**src/hdl/rgc_pkg.sv**
```systemverilog
// ----------------------------------------------------------------------------
// rgc_pkg
// Shared types and constants of the grid ray caster.
// ----------------------------------------------------------------------------
package rgc_pkg;

   localparam int NUM_W = 32;
   localparam int DEN_W = 20;
   localparam int ONE_SHIFT = 12;
   localparam logic [DEN_W-1:0] DIST_MAX = 20'hFFFFF;
   localparam logic [11:0] HEIGHT_MAX = 12'hFFF;

   localparam logic CMD_WRITE = 1'b0;
   localparam logic CMD_CAST = 1'b1;

   localparam logic CSR_PLAYER_X = 1'b0;
   localparam logic CSR_PLAYER_Y = 1'b1;

   localparam logic [15:0] PLAYER_RESET = 16'd30720;

   typedef enum logic [3:0] {
      ST_CLEAR,
      ST_IDLE,
      ST_INIT,
      ST_STEP,
      ST_LOOK,
      ST_DIST,
      ST_MUL,
      ST_TEXEL,
      ST_HEIGHT,
      ST_RESULT
   } state_type;

endpackage

```
**src/hdl/grid_ray_caster.sv**
```systemverilog
// ----------------------------------------------------------------------------
// grid_ray_caster
// DDA ray caster over a square map of two-bit wall codes.
// ----------------------------------------------------------------------------
// After reset the map is cleared one cell per cycle, all MAP_SIZE*MAP_SIZE
// cells, with req_ready low; configuration writes are taken meanwhile. A map
// write item goes from idle straight to the result state. A cast that hits
// takes a setup state, a step and a registered map read per map cell walked,
// and two passes of the shared bit-serial divider (distance, then line height)
// plus the multiply, texel and result states to finish. A finished result
// sits in the output register while the next item is taken.
module grid_ray_caster
   import rgc_pkg::*;
#(
   parameter int MAP_SIZE      = 16,
   parameter int SCREEN_ROWS   = 200,
   parameter int TEXTURE_WIDTH = 32
)(
   input  logic        clock,
   input  logic        reset,
   input  logic        req_valid,
   output logic        req_ready,
   input  logic        req_cmd,
   input  logic [3:0]  req_cell_x,
   input  logic [3:0]  req_cell_y,
   input  logic [1:0]  req_cell_code,
   input  logic [9:0]  req_screen_column,
   input  logic signed [15:0] req_ray_dx,
   input  logic signed [15:0] req_ray_dy,
   output logic        rsp_valid,
   input  logic        rsp_ready,
   output logic [9:0]  rsp_column_out,
   output logic        rsp_wall_hit,
   output logic        rsp_hit_side,
   output logic [1:0]  rsp_wall_code,
   output logic [19:0] rsp_wall_distance,
   output logic [4:0]  rsp_tex_col,
   output logic [11:0] rsp_line_height,
   output logic [7:0]  rsp_line_top,
   output logic [7:0]  rsp_line_bottom,
   input  logic        csr_we,
   input  logic        csr_index,
   input  logic [15:0] csr_wdata
);

   localparam int DEPTH = MAP_SIZE * MAP_SIZE;
   localparam int AW    = $clog2(DEPTH);
   localparam int IW    = $clog2(MAP_SIZE) + 2;
   localparam int CW    = IW + 14;
   localparam int EW    = 29 + $clog2(2 * MAP_SIZE + 3);
   localparam int HALF  = SCREEN_ROWS / 2;
   localparam logic [NUM_W-1:0] HEIGHT_NUM = NUM_W'(SCREEN_ROWS * 4096);

   state_type state_ff, state_in;

   logic [15:0]          player_x_ff, player_y_ff;
   logic [AW-1:0]        clr_ff;
   logic [1:0]           map_mem [DEPTH];
   logic [1:0]           rdata_ff;
   logic                 mem_we;
   logic [AW-1:0]        waddr, raddr;
   logic [1:0]           wdata;

   logic signed [IW-1:0] mx_ff, my_ff, mx_nx, my_nx;
   logic [EW-1:0]        ex_ff, ey_ff;
   logic                 sxn_ff, syn_ff;
   logic [15:0]          adx_ff, ady_ff;
   logic signed [15:0]   dx_ff, dy_ff;
   logic                 side_ff, hit_ff;
   logic [1:0]           code_ff;
   logic [9:0]           column_ff;
   logic [19:0]          dist_ff;
   logic signed [36:0]   prod_ff;
   logic [4:0]           texel_ff;
   logic [11:0]          height_ff;

   logic                 rsp_valid_ff;
   logic [9:0]           rsp_column_ff;
   logic                 rsp_hit_ff, rsp_side_ff;
   logic [1:0]           rsp_code_ff;
   logic [19:0]          rsp_dist_ff;
   logic [4:0]           rsp_texel_ff;
   logic [11:0]          rsp_height_ff;
   logic [7:0]           rsp_top_ff, rsp_bottom_ff;

   logic                 accept, take_x, off_map, start_out, slot_free;
   logic [3:0]           cx0, cy0;
   logic [12:0]          bx0, by0;
   logic [15:0]          req_adx, req_ady;
   logic signed [CW-1:0] num_s, px_s, py_s, mline, numa;
   logic [11:0]          frac;
   logic [31:0]          texel_prod;
   logic [12:0]          h2, top_v, bot_v;

   logic                 div_start, div_busy, div_done;
   logic [NUM_W-1:0]     div_numer, div_quot;
   logic [DEN_W-1:0]     div_denom;

   rgc_divider u_div (
      .clock (clock),
      .reset (reset),
      .start (div_start),
      .numer (div_numer),
      .denom (div_denom),
      .busy  (div_busy),
      .done  (div_done),
      .quot  (div_quot)
   );

   function automatic logic [AW-1:0] cell_addr(input int x, input int y);
      return AW'(y * MAP_SIZE + x);
   endfunction

   // configuration
   always_ff @(posedge clock) begin
      if (reset) begin
         player_x_ff <= PLAYER_RESET;
         player_y_ff <= PLAYER_RESET;
      end else if (csr_we) begin
         unique case (csr_index)
            CSR_PLAYER_X: player_x_ff <= csr_wdata;
            CSR_PLAYER_Y: player_y_ff <= csr_wdata;
            default: ;
         endcase
      end
   end

   assign req_ready = (state_ff == ST_IDLE);
   assign accept    = req_valid && req_ready;
   assign slot_free = !rsp_valid_ff || rsp_ready;
   assign cx0       = player_x_ff[15:12];
   assign cy0       = player_y_ff[15:12];
   assign req_adx   = req_ray_dx[15] ? 16'(-req_ray_dx) : 16'(req_ray_dx);
   assign req_ady   = req_ray_dy[15] ? 16'(-req_ray_dy) : 16'(req_ray_dy);

   // walk step
   always_comb begin
      take_x = ex_ff < ey_ff;
      mx_nx  = mx_ff;
      my_nx  = my_ff;
      if (take_x) begin
         mx_nx = sxn_ff ? mx_ff - IW'(1) : mx_ff + IW'(1);
      end else begin
         my_nx = syn_ff ? my_ff - IW'(1) : my_ff + IW'(1);
      end
      off_map = mx_nx[IW-1] || my_nx[IW-1] ||
                mx_nx >= $signed(IW'(MAP_SIZE)) || my_nx >= $signed(IW'(MAP_SIZE));
   end

   always_comb begin
      bx0 = sxn_ff ? {1'b0, player_x_ff[11:0]} : 13'd4096 - {1'b0, player_x_ff[11:0]};
      by0 = syn_ff ? {1'b0, player_y_ff[11:0]} : 13'd4096 - {1'b0, player_y_ff[11:0]};
   end

   // distance numerator from the crossed grid line
   always_comb begin
      px_s = CW'($signed({1'b0, player_x_ff}));
      py_s = CW'($signed({1'b0, player_y_ff}));
      if (!side_ff) begin
         mline = sxn_ff ? (CW'(mx_ff) + CW'(1)) <<< 12 : CW'(mx_ff) <<< 12;
         num_s = mline - px_s;
      end else begin
         mline = syn_ff ? (CW'(my_ff) + CW'(1)) <<< 12 : CW'(my_ff) <<< 12;
         num_s = mline - py_s;
      end
      numa = num_s[CW-1] ? -num_s : num_s;
   end

   always_comb begin
      frac       = (side_ff ? player_x_ff[11:0] : player_y_ff[11:0]) + prod_ff[23:12];
      texel_prod = 32'(frac) * 32'(TEXTURE_WIDTH);
      h2         = 13'(height_ff >> 1);
      top_v      = (h2 > 13'(HALF)) ? 13'd0 : 13'(HALF) - h2;
      bot_v      = (13'(HALF) + h2 > 13'(SCREEN_ROWS - 1)) ? 13'(SCREEN_ROWS - 1)
                                                             : 13'(HALF) + h2;
   end

   // state machine
   always_comb begin
      state_in  = state_ff;
      mem_we    = 1'b0;
      waddr     = clr_ff;
      wdata     = 2'd0;
      raddr     = '0;
      div_start = 1'b0;
      div_numer = NUM_W'(numa[CW-2:0]) << ONE_SHIFT;
      div_denom = DEN_W'(side_ff ? ady_ff : adx_ff);
      start_out = 1'b0;
      unique case (state_ff)
         ST_CLEAR: begin
            mem_we = 1'b1;
            if (clr_ff == AW'(DEPTH - 1)) state_in = ST_IDLE;
         end
         ST_IDLE: begin
            if (accept) begin
               if (req_cmd == CMD_WRITE) begin
                  waddr  = cell_addr(int'(req_cell_x), int'(req_cell_y));
                  wdata  = req_cell_code;
                  mem_we = (int'(req_cell_x) < MAP_SIZE) && (int'(req_cell_y) < MAP_SIZE);
                  state_in = ST_RESULT;
               end else if (int'(cx0) >= MAP_SIZE || int'(cy0) >= MAP_SIZE) begin
                  state_in = ST_RESULT;
               end else begin
                  state_in = ST_INIT;
               end
            end
         end
         ST_INIT: state_in = ST_STEP;
         ST_STEP: begin
            raddr    = cell_addr(int'(mx_nx), int'(my_nx));
            state_in = off_map ? ST_RESULT : ST_LOOK;
         end
         ST_LOOK: begin
            if (rdata_ff != 2'd0) begin
               div_start = 1'b1;
               state_in  = ST_DIST;
            end else begin
               state_in = ST_STEP;
            end
         end
         ST_DIST:  if (div_done) state_in = ST_MUL;
         ST_MUL:   state_in = ST_TEXEL;
         ST_TEXEL: begin
            div_start = 1'b1;
            div_numer = HEIGHT_NUM;
            div_denom = dist_ff;
            state_in  = ST_HEIGHT;
         end
         ST_HEIGHT: if (div_done) state_in = ST_RESULT;
         ST_RESULT: begin
            if (slot_free) begin
               start_out = 1'b1;
               state_in  = ST_IDLE;
            end
         end
         default: state_in = ST_IDLE;
      endcase
   end

   always_ff @(posedge clock) begin
      if (reset) begin
         state_ff <= ST_CLEAR;
         clr_ff   <= '0;
      end else begin
         state_ff <= state_in;
         if (state_ff == ST_CLEAR) clr_ff <= clr_ff + 1'b1;
      end
   end

   // map memory
   always_ff @(posedge clock) begin
      if (mem_we) map_mem[waddr] <= wdata;
      rdata_ff <= map_mem[raddr];
   end

   // datapath
   always_ff @(posedge clock) begin
      unique case (state_ff)
         ST_IDLE: begin
            if (accept) begin
               column_ff <= (req_cmd == CMD_CAST) ? req_screen_column : 10'd0;
               hit_ff    <= 1'b0;
               side_ff   <= 1'b0;
               dx_ff     <= req_ray_dx;
               dy_ff     <= req_ray_dy;
               adx_ff    <= req_adx;
               ady_ff    <= req_ady;
               sxn_ff    <= req_ray_dx[15];
               syn_ff    <= req_ray_dy[15];
               mx_ff     <= IW'($signed({1'b0, cx0}));
               my_ff     <= IW'($signed({1'b0, cy0}));
            end
         end
         ST_INIT: begin
            ex_ff <= EW'(bx0) * EW'(ady_ff);
            ey_ff <= EW'(by0) * EW'(adx_ff);
         end
         ST_STEP: begin
            mx_ff   <= mx_nx;
            my_ff   <= my_nx;
            side_ff <= !take_x;
            if (take_x) ex_ff <= ex_ff + (EW'(ady_ff) << ONE_SHIFT);
            else        ey_ff <= ey_ff + (EW'(adx_ff) << ONE_SHIFT);
         end
         ST_LOOK: begin
            code_ff <= rdata_ff;
            if (rdata_ff != 2'd0) hit_ff <= 1'b1;
         end
         ST_DIST: begin
            if (div_done) begin
               dist_ff <= (div_quot > NUM_W'(DIST_MAX)) ? DIST_MAX : div_quot[DEN_W-1:0];
            end
         end
         ST_MUL:   prod_ff  <= $signed({1'b0, dist_ff}) * (side_ff ? dx_ff : dy_ff);
         ST_TEXEL: texel_ff <= texel_prod[16:12];
         ST_HEIGHT: begin
            if (div_done) begin
               height_ff <= (div_quot > NUM_W'(HEIGHT_MAX)) ? HEIGHT_MAX : div_quot[11:0];
            end
         end
         default: ;
      endcase
   end

   // result register
   always_ff @(posedge clock) begin
      if (reset) begin
         rsp_valid_ff <= 1'b0;
      end else if (start_out) begin
         rsp_valid_ff <= 1'b1;
      end else if (rsp_ready) begin
         rsp_valid_ff <= 1'b0;
      end
   end

   always_ff @(posedge clock) begin
      if (start_out) begin
         rsp_column_ff <= column_ff;
         rsp_hit_ff    <= hit_ff;
         rsp_side_ff   <= hit_ff && side_ff;
         rsp_code_ff   <= hit_ff ? code_ff : 2'd0;
         rsp_dist_ff   <= hit_ff ? dist_ff : 20'd0;
         rsp_texel_ff  <= hit_ff ? texel_ff : 5'd0;
         rsp_height_ff <= hit_ff ? height_ff : 12'd0;
         rsp_top_ff    <= hit_ff ? top_v[7:0] : 8'd0;
         rsp_bottom_ff <= hit_ff ? bot_v[7:0] : 8'd0;
      end
   end

   assign rsp_valid         = rsp_valid_ff;
   assign rsp_column_out    = rsp_column_ff;
   assign rsp_wall_hit      = rsp_hit_ff;
   assign rsp_hit_side      = rsp_side_ff;
   assign rsp_wall_code     = rsp_code_ff;
   assign rsp_wall_distance = rsp_dist_ff;
   assign rsp_tex_col       = rsp_texel_ff;
   assign rsp_line_height   = rsp_height_ff;
   assign rsp_line_top      = rsp_top_ff;
   assign rsp_line_bottom   = rsp_bottom_ff;

   a_hit_code: assert property (@(posedge clock) disable iff (reset)
      rsp_valid_ff && rsp_hit_ff |-> rsp_code_ff != 2'd0)
      else $error("hit reported with empty wall code");
   a_write_fast: assert property (@(posedge clock) disable iff (reset)
      accept && req_cmd == CMD_WRITE |=> state_ff == ST_RESULT)
      else $error("write transfer did not go straight to result");
   a_no_lost_result: assert property (@(posedge clock) disable iff (reset)
      rsp_valid_ff && !rsp_ready |=> rsp_valid_ff)
      else $error("pending result dropped");
   a_div_idle_walk: assert property (@(posedge clock) disable iff (reset)
      state_ff == ST_STEP || state_ff == ST_LOOK |-> !div_busy)
      else $error("divider busy during walk");

endmodule

```
**src/hdl/rgc_divider.sv**
```systemverilog
// ----------------------------------------------------------------------------
// rgc_divider
// Restoring unsigned divider, one quotient bit per cycle.
// ----------------------------------------------------------------------------
module rgc_divider
   import rgc_pkg::*;
(
   input  logic             clock,
   input  logic             reset,
   input  logic             start,
   input  logic [NUM_W-1:0] numer,
   input  logic [DEN_W-1:0] denom,
   output logic             busy,
   output logic             done,
   output logic [NUM_W-1:0] quot
);

   localparam int CNT_W = $clog2(NUM_W);

   logic             busy_ff, done_ff;
   logic [CNT_W-1:0] cnt_ff;
   logic [NUM_W-1:0] nq_ff, nq_in;
   logic [DEN_W-1:0] rem_ff, rem_in, den_ff;
   logic [DEN_W:0]   shifted, diff;
   logic             ge;

   always_comb begin
      shifted = {rem_ff, nq_ff[NUM_W-1]};
      ge      = shifted >= {1'b0, den_ff};
      diff    = shifted - {1'b0, den_ff};
      rem_in  = ge ? diff[DEN_W-1:0] : shifted[DEN_W-1:0];
      nq_in   = {nq_ff[NUM_W-2:0], ge};
   end

   always_ff @(posedge clock) begin
      if (reset) begin
         busy_ff <= 1'b0;
         done_ff <= 1'b0;
         cnt_ff  <= '0;
      end else begin
         done_ff <= 1'b0;
         if (start) begin
            busy_ff <= 1'b1;
            cnt_ff  <= '0;
         end else if (busy_ff) begin
            cnt_ff <= cnt_ff + 1'b1;
            if (cnt_ff == CNT_W'(NUM_W - 1)) begin
               busy_ff <= 1'b0;
               done_ff <= 1'b1;
            end
         end
      end
   end

   always_ff @(posedge clock) begin
      if (start) begin
         nq_ff  <= numer;
         rem_ff <= '0;
         den_ff <= denom;
      end else if (busy_ff) begin
         nq_ff  <= nq_in;
         rem_ff <= rem_in;
      end
   end

   assign busy = busy_ff;
   assign done = done_ff;
   assign quot = nq_ff;

   a_start_idle: assert property (@(posedge clock) disable iff (reset) start |-> !busy_ff)
      else $error("divider started while busy");
   a_done_idle: assert property (@(posedge clock) disable iff (reset) done_ff |-> !busy_ff)
      else $error("divider done while busy");
   a_done_once: assert property (@(posedge clock) disable iff (reset) done_ff |=> !done_ff)
      else $error("divider done held");

endmodule

```
**config.mk**
```make
export PLATFORM = sky130hd
export DESIGN_NAME = grid_ray_caster
export DESIGN_NICKNAME = d
export VERILOG_FILES = /design/src/hdl/rgc_pkg.sv /design/src/hdl/grid_ray_caster.sv /design/src/hdl/rgc_divider.sv
export SDC_FILE = /design/constraint.sdc
export NUM_CORES = 2
export LEC_CHECK = 0
export BUFFER_PORTS_ARGS = -buffer_cell sky130_fd_sc_hd__clkbuf_2
export CAP_MARGIN = 20
export CORE_MARGIN = 1.5
export CORE_UTILIZATION = 30
export DETAILED_ROUTE_END_ITERATION = 10
export PLACE_DENSITY = 0.55
export SLEW_MARGIN = 20
export SYNTH_ARGS = -nofsm -noshare
export SYNTH_HDL_FRONTEND = slang
export SYNTH_HIERARCHICAL = 1
export SYNTH_SLANG_ARGS = --single-unit
```
**constraint.sdc**
```tcl
create_clock -name clock -period 18.08 [get_ports clock]
set_input_delay 2.712 -clock clock [delete_from_list [all_inputs] [get_ports clock]]
set_output_delay 2.712 -clock clock [all_outputs]
set_load 0.005 [all_outputs]
```
==> results.md <==
* Status: complete, no violations
* TritonCTS clock tree: built
* Final Instance Area at between 70000 and 80000 um^2
* Clock share of power at between 30% and 40%
* Dpl cells at between 9000 and 10000
* Port Buffers at between 100 and 150
* Cts repair resizes at 0
* Cell leakage power at 28.9 nW
* Rel. slew slack at 22.3%
* Fillers at 21900
* Die Height at 470 um
* Drt wl/cell at around 20 um
* CP Launch Type: flip-flop
* Avg Cell Area, Syn at around 10 um^2
* Synth async-reset ratio at 0%
* Cell mode on critical path: fa_1
* Post-CTS Hold Fix Bufs at 0
* CP arrival at 10.21 ns
* Hold Vio Cnt, Final at 0
* Io pins at ~140
* CTS Buffer Depth at 3
* Max Slew Vio Count at 0
* Synth cell types at between 90 and 100
* CORE AREA at between 200000 and 250000 um^2
* Number of synthesized flops with an enable pin at 838
* Share of cells above drive strength 1 at between 8 and 9%
* Global-route wire length before repair at 292000 um
* Final Skew at about 0.082 ns
* Vias per cell at around 5
* Nets at around 7300
* MaxCap Viol Count at 0
* Placed cell area at 69500 um^2
* Leading cell types in the layout, fill and taps excluded: nand2_1, edfxtp_1, inv_1
* Share of the yosys chip area belonging to registers at 40.7%
* Sequential power share at a little over a third
* Setup Fix Bufs, Post-CTS at 0
* Footprint of the multi-input gates at around 35000 um^2
* CTS Root Cell: clkbuf_16
* Combinational cell fraction of total power at between 30% and 40%
* Flops & latches, synth at 912
* Largest net degree at the start of global routing at between 100 and 150
* Final setup vio count at 0
* Final min period at between 9 and 10 ns
* FP Rows at 171
* Final non-filler cell total at 9335
* CTS Buf Count at 100
* Commonest non-fill, non-tap cell in the layout: nand2_1
* H-tree lvl count at 3
* Worst-Margin Slew at between 1 and 1.5 ns
* Mapped Cells at around 6300
* NetSw at between 2 and 2.5 mW
* Gr usage total at between 15 and 20%
* Vias in the first global route at around 48000
* Drt drc at 0
* Post-Route WL at ~190000 um
* Sequential Area at 26600 um^2
* Internal power at between 4 and 5 mW
* Clock sinks at 912
* DIE AREA at approximately 220000 um^2
* Worst path required time at roughly 19 ns
* Switching share of total power at 34.1%
* Setup TNS at 0 ns
* RSZ-0062 raised after global routing: no
* Synthesized area at 65500 um^2
* Critical path's slowest cell: nor2_1
* Initial antenna violation count at 13
* Synth Flop Type: edfxtp_1
* Synthesis Warnings at 6
* Area Overhead vs Synth at 11.2%
* Via count at 46700
* Critical path's largest stage delay at about 0.87 ns
* Routability Congestion at about 0.87
* Antenna-violating nets left at 0
* Worst VDD drop at 0.0805 mV
* Clock latency on the worst-skew pair at between 0.7 and 0.8 ns
* HPWL Detailed at 135000 um
* CP Class: flip-flop to flip-flop
* Fin crit share at around 54%
* Initial DRC Count at approximately 3800
* Critical path capture point type: flip-flop
* Fmax at 103 MHz
* DIE WIDTH at 470 um
* Clock slew at reported path FFs at about 0.060 ns
* Worst-path maximum fanout at 20
* Hold Crit Class: flip-flop to flip-flop
* DRT Pass-1 Iters at 5
* Global route overflow at 0
* Initial Util at between 30% and 40%
* Pwr Density at 93.1 nW/um^2
## per-stage QoR
stage | total power, mW | utilization (%) | hold WS (ns) | setup slack, ns
after floorplan | 4.13 | - | 0.400 | 10.14
after global placement | 4.69 | 32.0 | 0.401 | 8.25
after detailed placement | 4.70 | 32.0 | 0.407 | 8.32
after CTS | 6.84 | 33.5 | 0.420 | 8.25
after global routing | 7.24 | 33.5 | 0.427 | 7.64
final | 6.78 | 33.6 | 0.418 | 8.33
## worst paths after layout
kind                            slack, ns  cells past startpoint                           to                   startpoint
worst max-delay path                 8.33                     28          ey_ff[27]$_DFFE_PP_  player_y_ff[0]$_SDFFE_PP0P_
worst min-delay path                 0.42                      0  rsp_column_out[0]$_DFFE_PP_   column_ff[0]$_SDFFCE_PN0P_
worst max register to register       8.33                     28          ey_ff[27]$_DFFE_PP_  player_y_ff[0]$_SDFFE_PP0P_
worst min register to register       0.42                      0  rsp_column_out[0]$_DFFE_PP_   column_ff[0]$_SDFFCE_PN0P_
## sequential cells by signal, summed over array words and instances (netlist names), 10 cells and up
name               cells
height_ff             12
u_div/quot            32
dist_ff               20
rsp_wall_distance     20
player_y_ff           16
dy_ff                 14
dx_ff                 14
column_ff             10
adx_ff                16
player_x_ff           16
ex_ff                 35
rsp_line_height       12
map_mem              512
rsp_column_out        10
u_div/rem_ff          20
u_div/den_ff          20
ey_ff                 35
ady_ff                16
prod_ff               12
## power groups by stage
stage               logic (mW)  clock network [mW]  registers (mW)
finish                    2.25                2.11            2.43
global route              2.58                2.23            2.43
CTS                       2.26                2.14            2.43
detailed placement        2.23                   0            2.47
global placement          2.22                   0            2.47
floorplan                 1.68                   0            2.45
## worst max-delay path: cells and delay by family, from the launching register on
family                     cells  cell delay, ns
AOI/OAI and AO/OA              9            2.66
adders and majority gates      7            3.28
buffers and inverters          4            0.34
DFF                            1            0.54
and+or+nand+nor                8            2.66
## cells in the mapped netlist (7+ instances only)
master	n	area, um^2
nand2_1	899	3370
edfxtp_1	838	25200
inv_1	765	2870
fa_1	515	10300
nor2_1	492	1850
ha_1	352	4400
and2_1	312	1950
clkbuf_1	234	878
a21oi_1	208	1040
o21ai_0	167	836
nand3_1	163	816
xnor2_1	160	1400
mux2i_1	124	1240
xor2_1	116	1020
dfxtp_1	74	1480
mux2_2	66	743
nor3_1	60	300
nor2b_1	55	344
a21o_1	50	375
or3_1	46	288
a31oi_1	45	282
buf_2	43	215
nand4_1	41	257
o22ai_1	40	250
nand2b_1	38	238
and3_1	34	213
a211oi_1	33	248
or2_2	29	181
nor4_1	25	156
a32oi_1	23	201
o21a_1	19	143
o31ai_1	19	143
nand3b_1	17	128
o211ai_1	16	120
o21bai_1	16	120
buf_1	15	56.3
a21boi_0	14	105
a211o_1	11	96.3
o41ai_1	11	96.3
nor3b_1	9	67.6
o221ai_1	9	78.8
a2111oi_0	7	61.3
and4_1	7	61.3
o2111ai_1	7	61.3
## kinds of logic after synthesis
| group | synth area share (%) |
|---|---|
| mux | 3.05 |
| flops | 40.7 |
| simple gates | 15.9 |
| fa+ha+maj | 22.5 |
| other cells | 0.00573 |
| xor+xnor | 3.69 |
| buf+inv | 6.25 |
| compound gates | 7.93 |
## per-layer routing
layer  vias up  routed length, um  track usage [%]
li1      21400                  -                -
met1     23600              83000             23.1
met2      1474              88000             27.7
met3       278              12300             2.81
met4         4               6010             5.11
met5         -                 27                0
## final cells by class
cell class / count / share of cell area, %
clock inverters: 62 / 0.981
flip-flops and latches: 912 / 36.6
well taps: 2854 / 4.90
repair buffers: 236 / 1.97
diodes: 1 / 0.00343
inverters: 766 / 3.95
multi-input cells: 4380 / 48.0
clock buffers: 124 / 3.63
Note: power is estimated with default switching activity, not from simulation.
